`config.mk`:
```
export PLATFORM = sky130hd
export DESIGN_NAME = i2c_master_bit_sequencer_top
export DESIGN_NICKNAME = d
export VERILOG_FILES = /design/src/sv/i2cms_pkg.sv /design/src/sv/i2c_master_bit_sequencer_top.sv /design/src/sv/i2cms_core.sv
export VERILOG_INCLUDE_DIRS = /design/src /design/src/sv
export SDC_FILE = /design/constraint.sdc
export NUM_CORES = 1
export LEC_CHECK = 0
export BUFFER_PORTS_ARGS = -buffer_cell sky130_fd_sc_hd__buf_4
export CORE_MARGIN = 3
export CORE_UTILIZATION = 59
export DETAILED_ROUTE_END_ITERATION = 7
export GPL_TIMING_DRIVEN = 0
export MAX_ROUTING_LAYER = met4
export PLACE_DENSITY_LB_ADDON = 0.25
export SYNTH_ARGS = -nofsm -noshare
export SYNTH_HDL_FRONTEND = slang
export SYNTH_HIERARCHICAL = 1
export SYNTH_SLANG_ARGS = --single-unit
```
`constraint.sdc`:
```
create_clock -name clk -period 5.9 [get_ports clk]
set_input_delay 0.885 -clock clk [delete_from_list [all_inputs] [get_ports clk]]
set_output_delay 0.885 -clock clk [all_outputs]
set_load 0.05 [all_outputs]
```
`src/sv/i2c_master_bit_sequencer_top_macros.svh`:
```
// ----------------------------------------------------------------------------
// I2C master bit sequencer assertion macros
// Shared assertion shorthands, clocked on clk with synchronous reset rst.
// ----------------------------------------------------------------------------
`ifndef I2C_MASTER_BIT_SEQUENCER_TOP_MACROS_SVH
`define I2C_MASTER_BIT_SEQUENCER_TOP_MACROS_SVH

// same-cycle implication
`define I2CMS_ASSERT_NOW(lbl, ante, cons) \
  lbl: assert property (@(posedge clk) disable iff (rst) (ante) |-> (cons)) \
    else $error("i2cms assertion failed");

// next-cycle implication
`define I2CMS_ASSERT_NEXT(lbl, ante, cons) \
  lbl: assert property (@(posedge clk) disable iff (rst) (ante) |=> (cons)) \
    else $error("i2cms assertion failed");

`endif

```
`src/sv/i2cms_pkg.sv`:
```
// ----------------------------------------------------------------------------
// I2C master bit sequencer package
// Command codes, field widths and the per-beat result type.
// ----------------------------------------------------------------------------
package i2cms_pkg;

  localparam int BITS_PER_BYTE = 8;
  localparam int STEP_W        = 5;   // longest sequence is 20 phases
  localparam int HALF_W        = 8;
  localparam logic [HALF_W-1:0] HALF_RESET = 8'd5;

  localparam int S_DATA_W = 16;
  localparam int M_DATA_W = 16;
  localparam int FUNC_W   = 3;

  typedef enum logic [FUNC_W-1:0] {
    CMD_IDLE  = 3'd0,
    CMD_START = 3'd1,
    CMD_STOP  = 3'd2,
    CMD_WRITE = 3'd3,
    CMD_READ  = 3'd4,
    CMD_ACKCK = 3'd5
  } cmd_t;

  typedef struct packed {
    logic [BITS_PER_BYTE-1:0] read_data;
    logic                     done;
    logic                     busy;
    logic                     sda;
    logic                     scl;
  } res_t;

endpackage

```
`src/sv/i2c_master_bit_sequencer_top.sv`:
```
// ----------------------------------------------------------------------------
// I2C master bit sequencer top level
// Tick-driven SCL/SDA sequencer with stream ports and a two-entry result queue.
// ----------------------------------------------------------------------------
// Each input beat is one timing tick and yields exactly one result beat holding
// the SCL/SDA drives, busy/done flags and the last read byte. The tick update is
// a single registered pass, so a beat is taken every clock cycle; results sit in
// a two-entry output queue, and the input stalls only when both entries are
// still waiting on the downstream side. The half-period register is written
// through cfg_we/cfg_wdata and should only change while the sequencer is idle.
module i2c_master_bit_sequencer_top (
  input  logic                               clk,
  input  logic                               rst,
  input  logic                               cfg_we,
  input  logic [i2cms_pkg::HALF_W-1:0]       cfg_wdata,
  input  logic                               s_axis_tvalid,
  output logic                               s_axis_tready,
  // [7:0] write_byte, [8] ack_after_read, [9] sda_in, [15:10] zero
  input  logic [i2cms_pkg::S_DATA_W-1:0]     s_axis_tdata,
  // [2:0] func
  input  logic [i2cms_pkg::FUNC_W-1:0]       s_axis_tuser,
  output logic                               m_axis_tvalid,
  input  logic                               m_axis_tready,
  // [0] scl_out, [1] sda_out, [2] busy_res, [3] done_res, [11:4] read_data,
  // [15:12] zero
  output logic [i2cms_pkg::M_DATA_W-1:0]     m_axis_tdata
);

  logic            accept;
  logic            pop;
  i2cms_pkg::res_t res;
  i2cms_pkg::res_t queue [2];
  logic            wr_ptr;
  logic            rd_ptr;
  logic [1:0]      count;

  assign s_axis_tready = (count != 2'd2);
  assign accept        = s_axis_tvalid && s_axis_tready;
  assign pop           = m_axis_tvalid && m_axis_tready;

  i2cms_core u_core (
    .clk            (clk),
    .rst            (rst),
    .cfg_we         (cfg_we),
    .cfg_wdata      (cfg_wdata),
    .accept         (accept),
    .func           (s_axis_tuser),
    .write_byte     (s_axis_tdata[7:0]),
    .ack_after_read (s_axis_tdata[8]),
    .sda_in         (s_axis_tdata[9]),
    .res            (res)
  );

  always_ff @(posedge clk) begin
    if (accept) begin
      queue[wr_ptr] <= res;
    end
  end

  always_ff @(posedge clk) begin
    if (rst) begin
      wr_ptr <= 1'b0;
      rd_ptr <= 1'b0;
      count  <= '0;
    end else begin
      if (accept) wr_ptr <= !wr_ptr;
      if (pop)    rd_ptr <= !rd_ptr;
      count <= count + 2'(accept) - 2'(pop);
    end
  end

  assign m_axis_tvalid = (count != 2'd0);
  assign m_axis_tdata  = {4'd0, queue[rd_ptr].read_data, queue[rd_ptr].done,
                          queue[rd_ptr].busy, queue[rd_ptr].sda, queue[rd_ptr].scl};

endmodule

```
`src/sv/i2cms_core.sv`:
```
// ----------------------------------------------------------------------------
// I2C master bit sequencer core
// Holds the sequence state and computes one tick per accepted beat.
// ----------------------------------------------------------------------------
module i2cms_core (
  input  logic                                 clk,
  input  logic                                 rst,
  input  logic                                 cfg_we,
  input  logic [i2cms_pkg::HALF_W-1:0]         cfg_wdata,
  input  logic                                 accept,
  input  logic [i2cms_pkg::FUNC_W-1:0]         func,
  input  logic [i2cms_pkg::BITS_PER_BYTE-1:0]  write_byte,
  input  logic                                 ack_after_read,
  input  logic                                 sda_in,
  output i2cms_pkg::res_t                      res
);

  localparam int BPB = i2cms_pkg::BITS_PER_BYTE;
  localparam int SW  = i2cms_pkg::STEP_W;
  localparam logic [SW-1:0] RD_BITS = SW'(2 * BPB);

  logic [i2cms_pkg::HALF_W-1:0] half_period_ticks;
  logic [i2cms_pkg::HALF_W-1:0] tick_count, tick_count_next;
  logic [SW-1:0]                step_index, step_index_next;
  logic [BPB-1:0]               shift_reg, shift_reg_next;
  logic [BPB-1:0]               last_read, last_read_next;
  i2cms_pkg::cmd_t              active_cmd, active_cmd_next;
  logic                         scl_level, scl_level_next;
  logic                         sda_level, sda_level_next;
  logic                         ack_choice, ack_choice_next;

  logic [i2cms_pkg::HALF_W-1:0] hp;
  logic [SW-1:0]                total;
  logic [SW-1:0]                step_inc;
  logic [1:0]                   pins;
  logic                         done;

  // pin drives on entry to phase k, returned as {scl, sda}
  function automatic logic [1:0] enter_phase(
    input i2cms_pkg::cmd_t cmd,
    input logic [SW-1:0]   k,
    input logic [BPB-1:0]  sh,
    input logic            ack,
    input logic            scl,
    input logic            sda
  );
    logic          c;
    logic          d;
    logic [SW-1:0] j;
    c = scl;
    d = sda;
    j = k - RD_BITS;
    case (cmd)
      i2cms_pkg::CMD_START: begin
        c = (k == '0);
        d = (k == '0);
      end
      i2cms_pkg::CMD_STOP: begin
        c = 1'b1;
        d = 1'b0;
      end
      i2cms_pkg::CMD_WRITE: begin
        if (!k[0]) begin
          if (k != '0) c = 1'b0;
          d = sh[3'(3'(BPB - 1) - k[3:1])];
        end else begin
          c = 1'b1;
        end
      end
      i2cms_pkg::CMD_READ: begin
        if (k < RD_BITS) begin
          if (!k[0]) begin
            if (k == '0) d = 1'b1;
            c = 1'b1;
          end else begin
            c = 1'b0;
          end
        end else begin
          case (j[1:0])
            2'd0:    d = !ack;
            2'd1:    c = 1'b1;
            2'd2:    c = 1'b0;
            default: d = 1'b1;
          endcase
        end
      end
      i2cms_pkg::CMD_ACKCK: c = (k == '0);
      default: ;
    endcase
    return {c, d};
  endfunction

  always_ff @(posedge clk) begin
    if (rst) begin
      half_period_ticks <= i2cms_pkg::HALF_RESET;
    end else if (cfg_we) begin
      half_period_ticks <= cfg_wdata;
    end
  end

  assign hp = (half_period_ticks == '0) ? 8'd1 : half_period_ticks;

  always_comb begin
    active_cmd_next = active_cmd;
    ack_choice_next = ack_choice;
    shift_reg_next  = shift_reg;
    step_index_next = step_index;
    tick_count_next = tick_count;
    scl_level_next  = scl_level;
    sda_level_next  = sda_level;
    last_read_next  = last_read;
    done            = 1'b0;
    total           = '0;
    step_inc        = '0;
    pins            = '0;

    if (active_cmd == i2cms_pkg::CMD_IDLE && func >= 3'(i2cms_pkg::CMD_START)
        && func <= 3'(i2cms_pkg::CMD_ACKCK)) begin
      active_cmd_next = i2cms_pkg::cmd_t'(func);
      ack_choice_next = ack_after_read;
      shift_reg_next  = (active_cmd_next == i2cms_pkg::CMD_WRITE) ? write_byte : '0;
      step_index_next = '0;
      tick_count_next = '0;
      pins = enter_phase(active_cmd_next, '0, shift_reg_next, ack_choice_next,
                         scl_level, sda_level);
      scl_level_next = pins[1];
      sda_level_next = pins[0];
    end

    if (active_cmd_next != i2cms_pkg::CMD_IDLE) begin
      tick_count_next = tick_count_next + 8'd1;
      if (tick_count_next >= hp) begin
        // read samples SDA at the end of each SCL-high phase
        if (active_cmd_next == i2cms_pkg::CMD_READ && step_index_next < RD_BITS &&
            !step_index_next[0]) begin
          shift_reg_next = {shift_reg_next[BPB-2:0], sda_in};
        end
        case (active_cmd_next)
          i2cms_pkg::CMD_START: total = SW'(2);
          i2cms_pkg::CMD_STOP:  total = SW'(1);
          i2cms_pkg::CMD_WRITE: total = RD_BITS;
          i2cms_pkg::CMD_READ:  total = ack_choice_next ? RD_BITS + SW'(4)
                                                        : RD_BITS + SW'(3);
          i2cms_pkg::CMD_ACKCK: total = SW'(2);
          default:              total = '0;
        endcase
        tick_count_next = '0;
        step_inc = step_index_next + SW'(1);
        if (step_inc >= total) begin
          if (active_cmd_next == i2cms_pkg::CMD_STOP)  sda_level_next = 1'b1;
          if (active_cmd_next == i2cms_pkg::CMD_WRITE) scl_level_next = 1'b0;
          if (active_cmd_next == i2cms_pkg::CMD_READ)  last_read_next = shift_reg_next;
          active_cmd_next = i2cms_pkg::CMD_IDLE;
          step_index_next = '0;
          done            = 1'b1;
        end else begin
          step_index_next = step_inc;
          pins = enter_phase(active_cmd_next, step_inc, shift_reg_next,
                             ack_choice_next, scl_level_next, sda_level_next);
          scl_level_next = pins[1];
          sda_level_next = pins[0];
        end
      end
    end
  end

  always_comb begin
    res.scl       = scl_level_next;
    res.sda       = sda_level_next;
    res.busy      = (active_cmd_next != i2cms_pkg::CMD_IDLE);
    res.done      = done;
    res.read_data = last_read_next;
  end

  always_ff @(posedge clk) begin
    if (rst) begin
      active_cmd <= i2cms_pkg::CMD_IDLE;
      tick_count <= '0;
      step_index <= '0;
      shift_reg  <= '0;
      scl_level  <= 1'b1;
      sda_level  <= 1'b1;
      ack_choice <= 1'b0;
      last_read  <= '0;
    end else if (accept) begin
      active_cmd <= active_cmd_next;
      tick_count <= tick_count_next;
      step_index <= step_index_next;
      shift_reg  <= shift_reg_next;
      scl_level  <= scl_level_next;
      sda_level  <= sda_level_next;
      ack_choice <= ack_choice_next;
      last_read  <= last_read_next;
    end
  end

`include "i2c_master_bit_sequencer_top_macros.svh"

  `I2CMS_ASSERT_NOW(a_done_not_busy, accept && res.done, !res.busy)
  `I2CMS_ASSERT_NOW(a_idle_clean, active_cmd == i2cms_pkg::CMD_IDLE, step_index == '0)
  `I2CMS_ASSERT_NOW(a_step_range, 1'b1, step_index < RD_BITS + SW'(4))
  `I2CMS_ASSERT_NEXT(a_hold_state, !accept, $stable(active_cmd) && $stable(last_read))

endmodule
```
==> summary by stage, run 1 <==
CTS
The later pin in the worst-skew pair is clocked with a latency of 0.35 ns. The hold buffer count at CTS is 0. The H-tree was split into 3 levels. The number of setup buffers added after CTS is 0. The number of clock buffers inserted by TritonCTS is 9. Clock tree synthesis found a total of 72 sinks. The clock passes through at most 2 buffers. The tree is rooted in a sky130_fd_sc_hd__clkbuf_8. The post-CTS resize count is 0. TritonCTS built the clock tree. The clock-pin slew on the worst setup and hold paths is 0.08 ns.

Global routing
The initial antenna violation count is 0. Summed over all layers, the global routing overflow is 0. The first global-routing pass estimated 18.42 mm of wire.

The number of global-route vias before repair is 3851. Global routing used 27.69% of the available tracks. The largest net degree at the start of global routing is 15.

Detailed routing
The number of remaining DRC errors is 0. The detailed router placed 3924 vias in this run. The length of the first detailed-routing pass in iterations is 5.

The vias per cell is 5.991. After the first detailed-routing iteration, the DRC count stood at 283. The routed design has 11.20 mm of wire. The average wire length per cell after detail routing is 17.10 microns. The count of nets left with antenna violations once routing finished came out at 0.

Power and ir drop
The static power due to leakage is 2.177 nW. The total power divided by cell area is 327.1 mW/mm^2. The worst supply voltage drop on vdd is 181.5 uV. The total power after layout is 1.686 mW.

Timing
Subtracting the final worst setup slack from the clock period gives 5.070 ns. Across the routed clock network, the largest skew measured is 0.008515 ns. The worst path uses 85.94% of the clock period. The number of failing hold endpoints at the final stage is 0. For the pin with the worst max-slew slack, the measured transition is 1.090 ns. The fmax is 197.2 MHz. Final hold analysis gives a worst-case slack of 0.4780 ns. The normalized max-slew margin is 27.20%. Setup repair after global routing left no endpoint under its margin. Setup violations remaining at the end of the flow were counted as 0. The number of slew-limit violations in the final report is 0. For the final routed database, the setup TNS stands at 0 ns.

Setup path
The reg-to-reg endpoint is queue[1][1]. The reg-to-reg startpoint is u_core/active_cmd[0]. The kind of capture point of the worst setup path is a flip-flop. STA classifies the critical path startpoint as an input pin.

Measured in cells, the most critical reg-to-reg path has a length of 19. The category of the most critical setup path is input pin to flip-flop. Data on the critical path is required at its endpoint by 6.01 ns.

In this run the worst setup path begins at s_axis_tuser[1]. The critical path ends at queue[1][1]. The largest driver fanout on the critical path is 10. The setup slack on the worst flop-to-flop path is 1.09 ns.

Data arrives at the worst endpoint at 5.18 ns.

Finish
The fraction of layout cells with a size suffix above 1 is 20.14%. The area occupied by multi-input gates is 0.002561 sq mm. The filler cell count in the final layout is 584. Across the whole layout, storage elements account for 0.001682 sq mm. After the last flow step, the layout net total stands at 601. The register containing the most flip-flops in the final layout is queue. The antenna diode count is 0. The final cell count without fillers is 655. From synthesis to final layout, the design area changed by 14.39%. The register with the most flip-flops in the layout has 24 of them.

Floorplan
The die span in x is 93.38 microns. The area of the placeable core is 0.007331 sq mm. The height of the die is 93.38 microns. The floorplan step defined a die boundary enclosing 0.008719 sq mm. The initial utilization of the core area, before any placement, comes to 61.44%. The initialized floorplan defines 31 standard-cell rows. The count of boundary I/O pins is 50.

Hold path
The path category of the worst min-delay check is flip-flop to flip-flop. The startpoint identified for the worst hold timing path is u_core/tick_count[7].

Yosys
The number of synthesized register bits is 72. A synthesized cell averages 9.027 sq um. After synthesis, the share of flip-flops with an asynchronous set or reset is 0%. The number of instances in the synthesized netlist is 499. The netlist uses 69 different library cells. For this run, the register share of the synthesized area comes to 37.33%. The number of warnings reported in the yosys synthesis log is 6. The most area-hungry cell type in the Yosys netlist is sky130_fd_sc_hd__dfxtp_1. Ranked by total cell area, the synthesized netlist is headed by sky130_fd_sc_hd__dfxtp_1 21%, sky130_fd_sc_hd__edfxtp_1 16%, sky130_fd_sc_hd__mux2i_1 6.4%. The synthesized design contains 24 enable-type register cells.

Among all flip-flop cells after synthesis, the most frequent one is sky130_fd_sc_hd__dfxtp_1. The area share of the leading cell type in the synthesized netlist is 21.33%. Summing every instance area after synthesis gives 0.004504 sq mm.

Outcome
The run finished with clean final reports.

Place
At the end of routability-driven placement, the weighted congestion stood at 0.9200. Input and output buffers added on the ports amount to 38. Summed over all nets, the half-perimeter wirelength after detailed placement is 8.317 mm. Counting tap cells, the placed design contains a total of 639 instances.

Job
Max-cap violations in this run came to 0.
==> layout by cell type (no fill, tap or decap), drive strengths merged, types with 3 or more instances in the layout <==
master / synthesis / final
nand3: 21 / 21
clkbuf: 12 / 21
conb: 1 / 4
xor2: 8 / 8
nand2b: 7 / 7
nor2: 66 / 66
and2: 5 / 5
o21a: 4 / 4
nor3b: 9 / 9
o21ai: 22 / 22
xnor2: 4 / 4
nor2b: 9 / 9
or3: 3 / 3
ha: 18 / 18
a21oi: 20 / 20
dfxtp: 48 / 48
a2111oi: 3 / 3
nand2: 32 / 32
mux2: 20 / 20
nor3: 24 / 24
edfxtp: 24 / 24
a21o: 4 / 4
buf: 23 / 61
a31oi: 4 / 4
or2: 3 / 3
and3: 7 / 7
a22oi: 8 / 8
a211oi: 12 / 12
inv: 21 / 23
mux2i: 29 / 29
o31ai: 4 / 4
==> Yosys cell counts, drive strengths merged (2+ instances only) <==
master and instances:
a2111oi 3, a211oi 12, a21o 4, a21oi 20, a22oi 8, a2bb2oi 2, a31oi 4, and2 5
and3 7, buf 23, clkbuf 12, dfxtp 48, edfxtp 24, ha 18, inv 21, mux2 20
mux2i 29, nand2 32, nand2b 7, nand3 21, nand4 2, nor2 66, nor2b 9, nor3 24
nor3b 9, o211ai 2, o21a 4, o21ai 22, o22ai 2, o31ai 4, or2 3, or3 3
xnor2 4, xor2 8
==> kinds of logic after synthesis <==
kind of cell,synth area share [%]
adders and majority gates,5.000
DFF,37.33
and+or+nand+nor,21.39
AOI/OAI and AO/OA,16.19
buffers and inverters,6.056
other,0.08325
muxes,11.44
xor gates and xnor gates,2.500
==> worst max-delay path, cell delays in order <==
cell	delay, ns
sky130_fd_sc_hd__buf_4	0.12
sky130_fd_sc_hd__a2111o_1	0.41
sky130_fd_sc_hd__buf_6	0.17
sky130_fd_sc_hd__nor2_8	0.20
sky130_fd_sc_hd__buf_1	0.43
sky130_fd_sc_hd__nor2_1	0.16
sky130_fd_sc_hd__ha_1	0.22
sky130_fd_sc_hd__buf_2	0.18
sky130_fd_sc_hd__xor2_2	0.42
sky130_fd_sc_hd__inv_1	0.18
sky130_fd_sc_hd__ha_1	0.32
sky130_fd_sc_hd__inv_1	0.06
sky130_fd_sc_hd__o221ai_2	0.11
sky130_fd_sc_hd__a21oi_4	0.35
sky130_fd_sc_hd__nand2_1	0.17
sky130_fd_sc_hd__a2111oi_2	0.32
sky130_fd_sc_hd__o31ai_1	0.14
sky130_fd_sc_hd__and2_1	0.16
sky130_fd_sc_hd__buf_4	0.13
==> how the worst min path moves through the flow <==
| stage | endpoint | slack [ns] | cells past startpoint |
|---|---|---|---|
| after floorplan | u_core/last_read[0] | 0.44 | 2 |
| after global placement | u_core/last_read[0] | 0.45 | 2 |
| after detailed placement | u_core/last_read[7] | 0.47 | 2 |
| after CTS | u_core/last_read[7] | 0.48 | 2 |
| after global routing | u_core/last_read[7] | 0.49 | 2 |
| final | u_core/tick_count[7] | 0.48 | 2 |
==> through the flow <==
stage          utilization [%]  area [sq um]  worst slack, ns
2_1_floorplan                -          4516            1.369
3_3_place_gp             67.18          4925           0.6244
3_5_place_dp             67.18          4925           0.5414
4_1_cts                  70.29          5152           0.9091
5_1_grt                  70.29          5152           0.5774
6_report                 70.29          5152           0.8296
==> layer usage <==
metal	global-route usage (%)	up-vias	wire length, microns
met3	6.195	26	797
met5	-	-	0
li1	-	1888	-
met4	10.38	0	223
met2	44.61	148	5539
met1	34.12	1862	4643
==> final cells by class <==
type	instances	area share [%]
multi-input combinational	374	49.71
timing repair buffer	38	5.537
inverter	21	1.530
buffer	35	3.764
clock buffer	9	2.404
clock inverter	7	2.016
sequential	72	32.64
tap	99	2.404
==> report_power, final <==
group	internal, mW	total (mW)	switching [mW]
combinational	0.223	0.626	0.403
sequential	0.584	0.617	0.0334
clock	0.243	0.442	0.199
total	1.05	1.69	0.636
Note: power is estimated with default switching activity, not from simulation.
==> run 2: changes to the inputs <==
--- a/config.mk
+++ b/config.mk
@@ -8,7 +8,7 @@
 export LEC_CHECK = 0
 export BUFFER_PORTS_ARGS = -buffer_cell sky130_fd_sc_hd__buf_4
 export CORE_MARGIN = 3
-export CORE_UTILIZATION = 59
+export CORE_UTILIZATION = 53
 export DETAILED_ROUTE_END_ITERATION = 7
 export GPL_TIMING_DRIVEN = 0
 export MAX_ROUTING_LAYER = met4
==> constraint.sdc (replaced) <==
create_clock -name clk -period 4.3 [get_ports clk]
set_input_delay 0.645 -clock clk [delete_from_list [all_inputs] [get_ports clk]]
set_output_delay 0.645 -clock clk [all_outputs]
set_load 0.05 [all_outputs]
==> summary by stage, run 2 (synthesis results as in run 1) <==
Setup path
The most prevalent standard cell on the critical path is sky130_fd_sc_hd__buf_4. The maximum cell stage delay along the critical path is 0.41 ns (was 0.43 ns). The critical path data required time is 4.42 ns (was 6.01 ns). CP cell instances: buf_4 > a2111o_1 > buf_6 > nor2_8 > buf_4 > mux2_2 > o21ai_0 > ha_1 > nand2b_1 > a21oi_2 > o221ai_2 > a21oi_4 > nand2_1 > a2111oi_2 > o31ai_1 > and2_1 > buf_4 (was buf_4 > a2111o_1 > buf_6 > nor2_8 > buf_1 > nor2_1 > ha_1 > buf_2 > xor2_2 > inv_1 > ha_1 > inv_1 > o221ai_2 > a21oi_4 > nand2_1 > a2111oi_2 > o31ai_1 > and2_1 > buf_4). The arrival time of data at the critical path endpoint is 4.24 ns (was 5.18 ns). The worst-path cell with the longest stage delay is sky130_fd_sc_hd__a2111o_1 (was sky130_fd_sc_hd__buf_1). The kind of capture point of the worst setup path is a flip-flop (unchanged). The kind of start point of the critical path is an input pin (unchanged). The length in cells of the worst reg-to-reg path came to 16 (was 19). The category of the most critical setup path is input pin to flip-flop (unchanged). The largest driver fanout on the critical path is 10 (unchanged).

Global routing
The global router's overall resource usage is 24.73% (was 27.69%). The first-pass GRT wire length is 18.84 mm (was 18.42 mm). The global-route congestion overflow total came to 0 (unchanged). The number of global-route vias before repair is 3902 (was 3851). The largest net degree at the start of global routing came to 16 (was 15). The initial antenna violation count came to 0 (unchanged).

Finish
The final cell count without fillers is 665 (was 655). The fraction of layout cells with a size suffix above 1 came to 23.27% (was 20.14%). The antenna diode count is 0 (unchanged). The leading cell type in the layout, fill and taps excluded is sky130_fd_sc_hd__nor2_1 (unchanged).

The register containing the most flip-flops in the final layout is queue (unchanged). The post-layout net count was 608 (was 601). The flip-flop count of the largest register, all copies and words added is 24 (unchanged).

The layout overhead on the synthesized area is 16.33% (was 14.39%). Commonest non-fill, non-tap cells in the layout: 63 x sky130_fd_sc_hd__nor2_1, 54 x sky130_fd_sc_hd__buf_4, 48 x sky130_fd_sc_hd__dfxtp_1 (was 64 x sky130_fd_sc_hd__nor2_1, 48 x sky130_fd_sc_hd__dfxtp_1, 46 x sky130_fd_sc_hd__buf_4).

Power and ir drop
The internal power is 1.349 mW (was 1.050 mW). The sequential cell fraction of total power is 37.6% (was 36.6%). The static power due to leakage came to 2.215 nW (was 2.177 nW).

The fraction of power consumed by combinational cells was 39.4% (was 37.1%). The total power divided by cell area is 429.9 mW/mm^2 (was 327.1 mW/mm^2). The clock group share of total power was 23.0% (was 26.2%). The power spent charging and discharging nets is 0.9036 mW (was 0.6356 mW). The fraction of power spent switching nets is 40.11% (was 37.71%). The worst supply voltage drop on vdd is 175.5 uV (was 181.5 uV).

CTS
The hold buffer count at CTS is 0 (unchanged). The clock-pin slew on the worst setup and hold paths is 0.09 ns (was 0.08 ns). The number of sinks on the clock net is 72 (unchanged). The clock tree buffer depth is 2 (unchanged). The buffer type at the clock tree root is sky130_fd_sc_hd__clkbuf_8 (unchanged).

The worst-skew pair later-pin latency came to 0.36 ns (was 0.35 ns). The clock tree from TritonCTS is yes (unchanged). The number of clock buffers inserted by TritonCTS came to 9 (unchanged). The H-tree level count came to 3 (unchanged).

Hold path
The worst hold path cell count is 2 (unchanged). The path category of the worst min-delay check is flip-flop to flip-flop (unchanged).

Timing
Timing would allow up to 242.7 MHz. The tightest hold margin is 0.4733 ns (was 0.4780 ns). The number of failing hold endpoints at the final stage is 0 (unchanged).

After layout, the worst path uses 95.83% of the clock period. Unrepaired setup endpoints after global routing: no (unchanged). The worst-margin pin slew is 1.139 ns (was 1.090 ns). The number of slew-limit violations in the final report is 0 (unchanged). The count of endpoints failing setup in the final report is 0 (unchanged). The shortest clock period the worst path allows after layout is 4.121 ns. The final clock skew was 0.01052 ns (was 0.008515 ns). The normalized max-slew margin is 23.92% (was 27.20%).

Detailed routing
The remaining number of nets flagged by the antenna check after routing was 0 (unchanged). The wire length on met2 is 5.537 mm (was 5.539 mm). The initial DRC count was 227 (was 283). The vias per cell is 5.908 (was 5.991).

The wire length on met3 came to 668 microns (was 797 microns). The number of vias after detailed routing came to 3929 (was 3924). The top metal layer carrying routed signals is met4 (unchanged).

The total wirelength of the detailed-routed design is 11.44 mm (was 11.20 mm). The length of the first detailed-routing pass in iterations is 5 (unchanged). The number of remaining DRC errors is 0 (unchanged). The average wire length per cell after detail routing is 17.20 microns (was 17.10 microns). The routed metal-1 wire length was 4.967 mm (was 4.643 mm).

Floorplan
The area of the placeable core is 0.007968 sq mm (was 0.007331 sq mm). The die span in x is 98.19 microns (was 93.38 microns). The height of the die was 98.19 microns (was 93.38 microns). The number of standard-cell rows in the floorplan came to 32 (was 31). The count of boundary I/O pins is 50 (unchanged). The effective utilization at floorplan is 56.53% (was 61.44%). The full die area is 0.009641 sq mm (was 0.008719 sq mm).

Outcome
Run status: finished, final reports clean (unchanged).

Job
The total of max-cap violations is 0 (unchanged).

Place
The number of placed cells counting well taps is 642 (was 639). The half-perimeter wire length after detailed placement is 8.416 mm (was 8.317 mm). The port buffer count is 38 (unchanged). The final estimated routing congestion in global placement came to 0.9359 (was 0.9200).
==> run 2: cell types whose count changed in the layout (fill, tap and decap cells not counted), sizes merged <==
cell	before	now
clkbuf	21	20
inv	23	25
clkinvlp	2	1
bufinv	2	0
buf	61	69
clkinv	1	2
==> run 2: path summary, 6_finish.rpt <==
kind | from | slack, ns | to
worst max-delay path | s_axis_tuser[1] | 0.18 | queue[0][1]
worst min register to register | u_core/tick_count[7] | 0.47 | u_core/tick_count[7]
worst min-delay path | u_core/tick_count[7] | 0.47 | u_core/tick_count[7]
worst max register to register | u_core/active_cmd[2] | 0.19 | queue[0][1]
==> run 2: power groups by stage <==
stage / Combinational [mW] / Clock, mW / Sequential, mW
after floorplan: 0.639 / 0 / 0.847
after global placement: 0.833 / 0 / 0.856
after detailed placement: 0.854 / 0 / 0.863
after CTS: 0.869 / 0.526 / 0.847
after global routing: 0.952 / 0.555 / 0.857
final: 0.888 / 0.517 / 0.847
==> run 2: layer usage <==
metal  track usage (%)  vias up
met1             30.45     1869
met2             40.47      127
li1                  -     1909
met3             4.786       24
met5                 -        -
met4             9.034        0
==> run 2: worst max-delay path, delay by kind of cell <==
family          cells  cell delay, ns
fa+ha+maj           1            0.27
mux                 1            0.37
simple gates        4            0.65
compound gates      7            1.65
buf+inv             4            0.63
==> run 2: what timing repair did <==
action                     CTS  global route
pin swaps                    2             2
gates resized for setup      6            13
setup buffers                2             6
setup endpoints to repair   36            46
==> run 2: cell type report <==
type | instances | area (sq um)
fill | 668 | 2728
multi-input combinational | 374 | 2613
sequential | 72 | 1682
timing repair buffer | 46 | 357.8
buffer | 34 | 195.2
tap | 102 | 127.6
clock buffer | 9 | 123.9
inverter | 21 | 78.83
clock inverter | 7 | 62.56
==> run 2: per-stage QoR <==
stage / total power [mW] / util (%) / setup WS [ns] / cell area, sq um / setup TNS, ns
floorplan: 1.486 / - / 0.009356 / 4516 / 0
finish: 2.253 / 65.77 / 0.1794 / 5240 / 0
global placement: 1.689 / 61.86 / -0.7439 / 4928 / -20.34
global route: 2.365 / 65.77 / 0.03399 / 5240 / 0
detailed placement: 1.717 / 61.86 / -0.7975 / 4928 / -23.41
CTS: 2.243 / 64.65 / 0.03943 / 5151 / 0
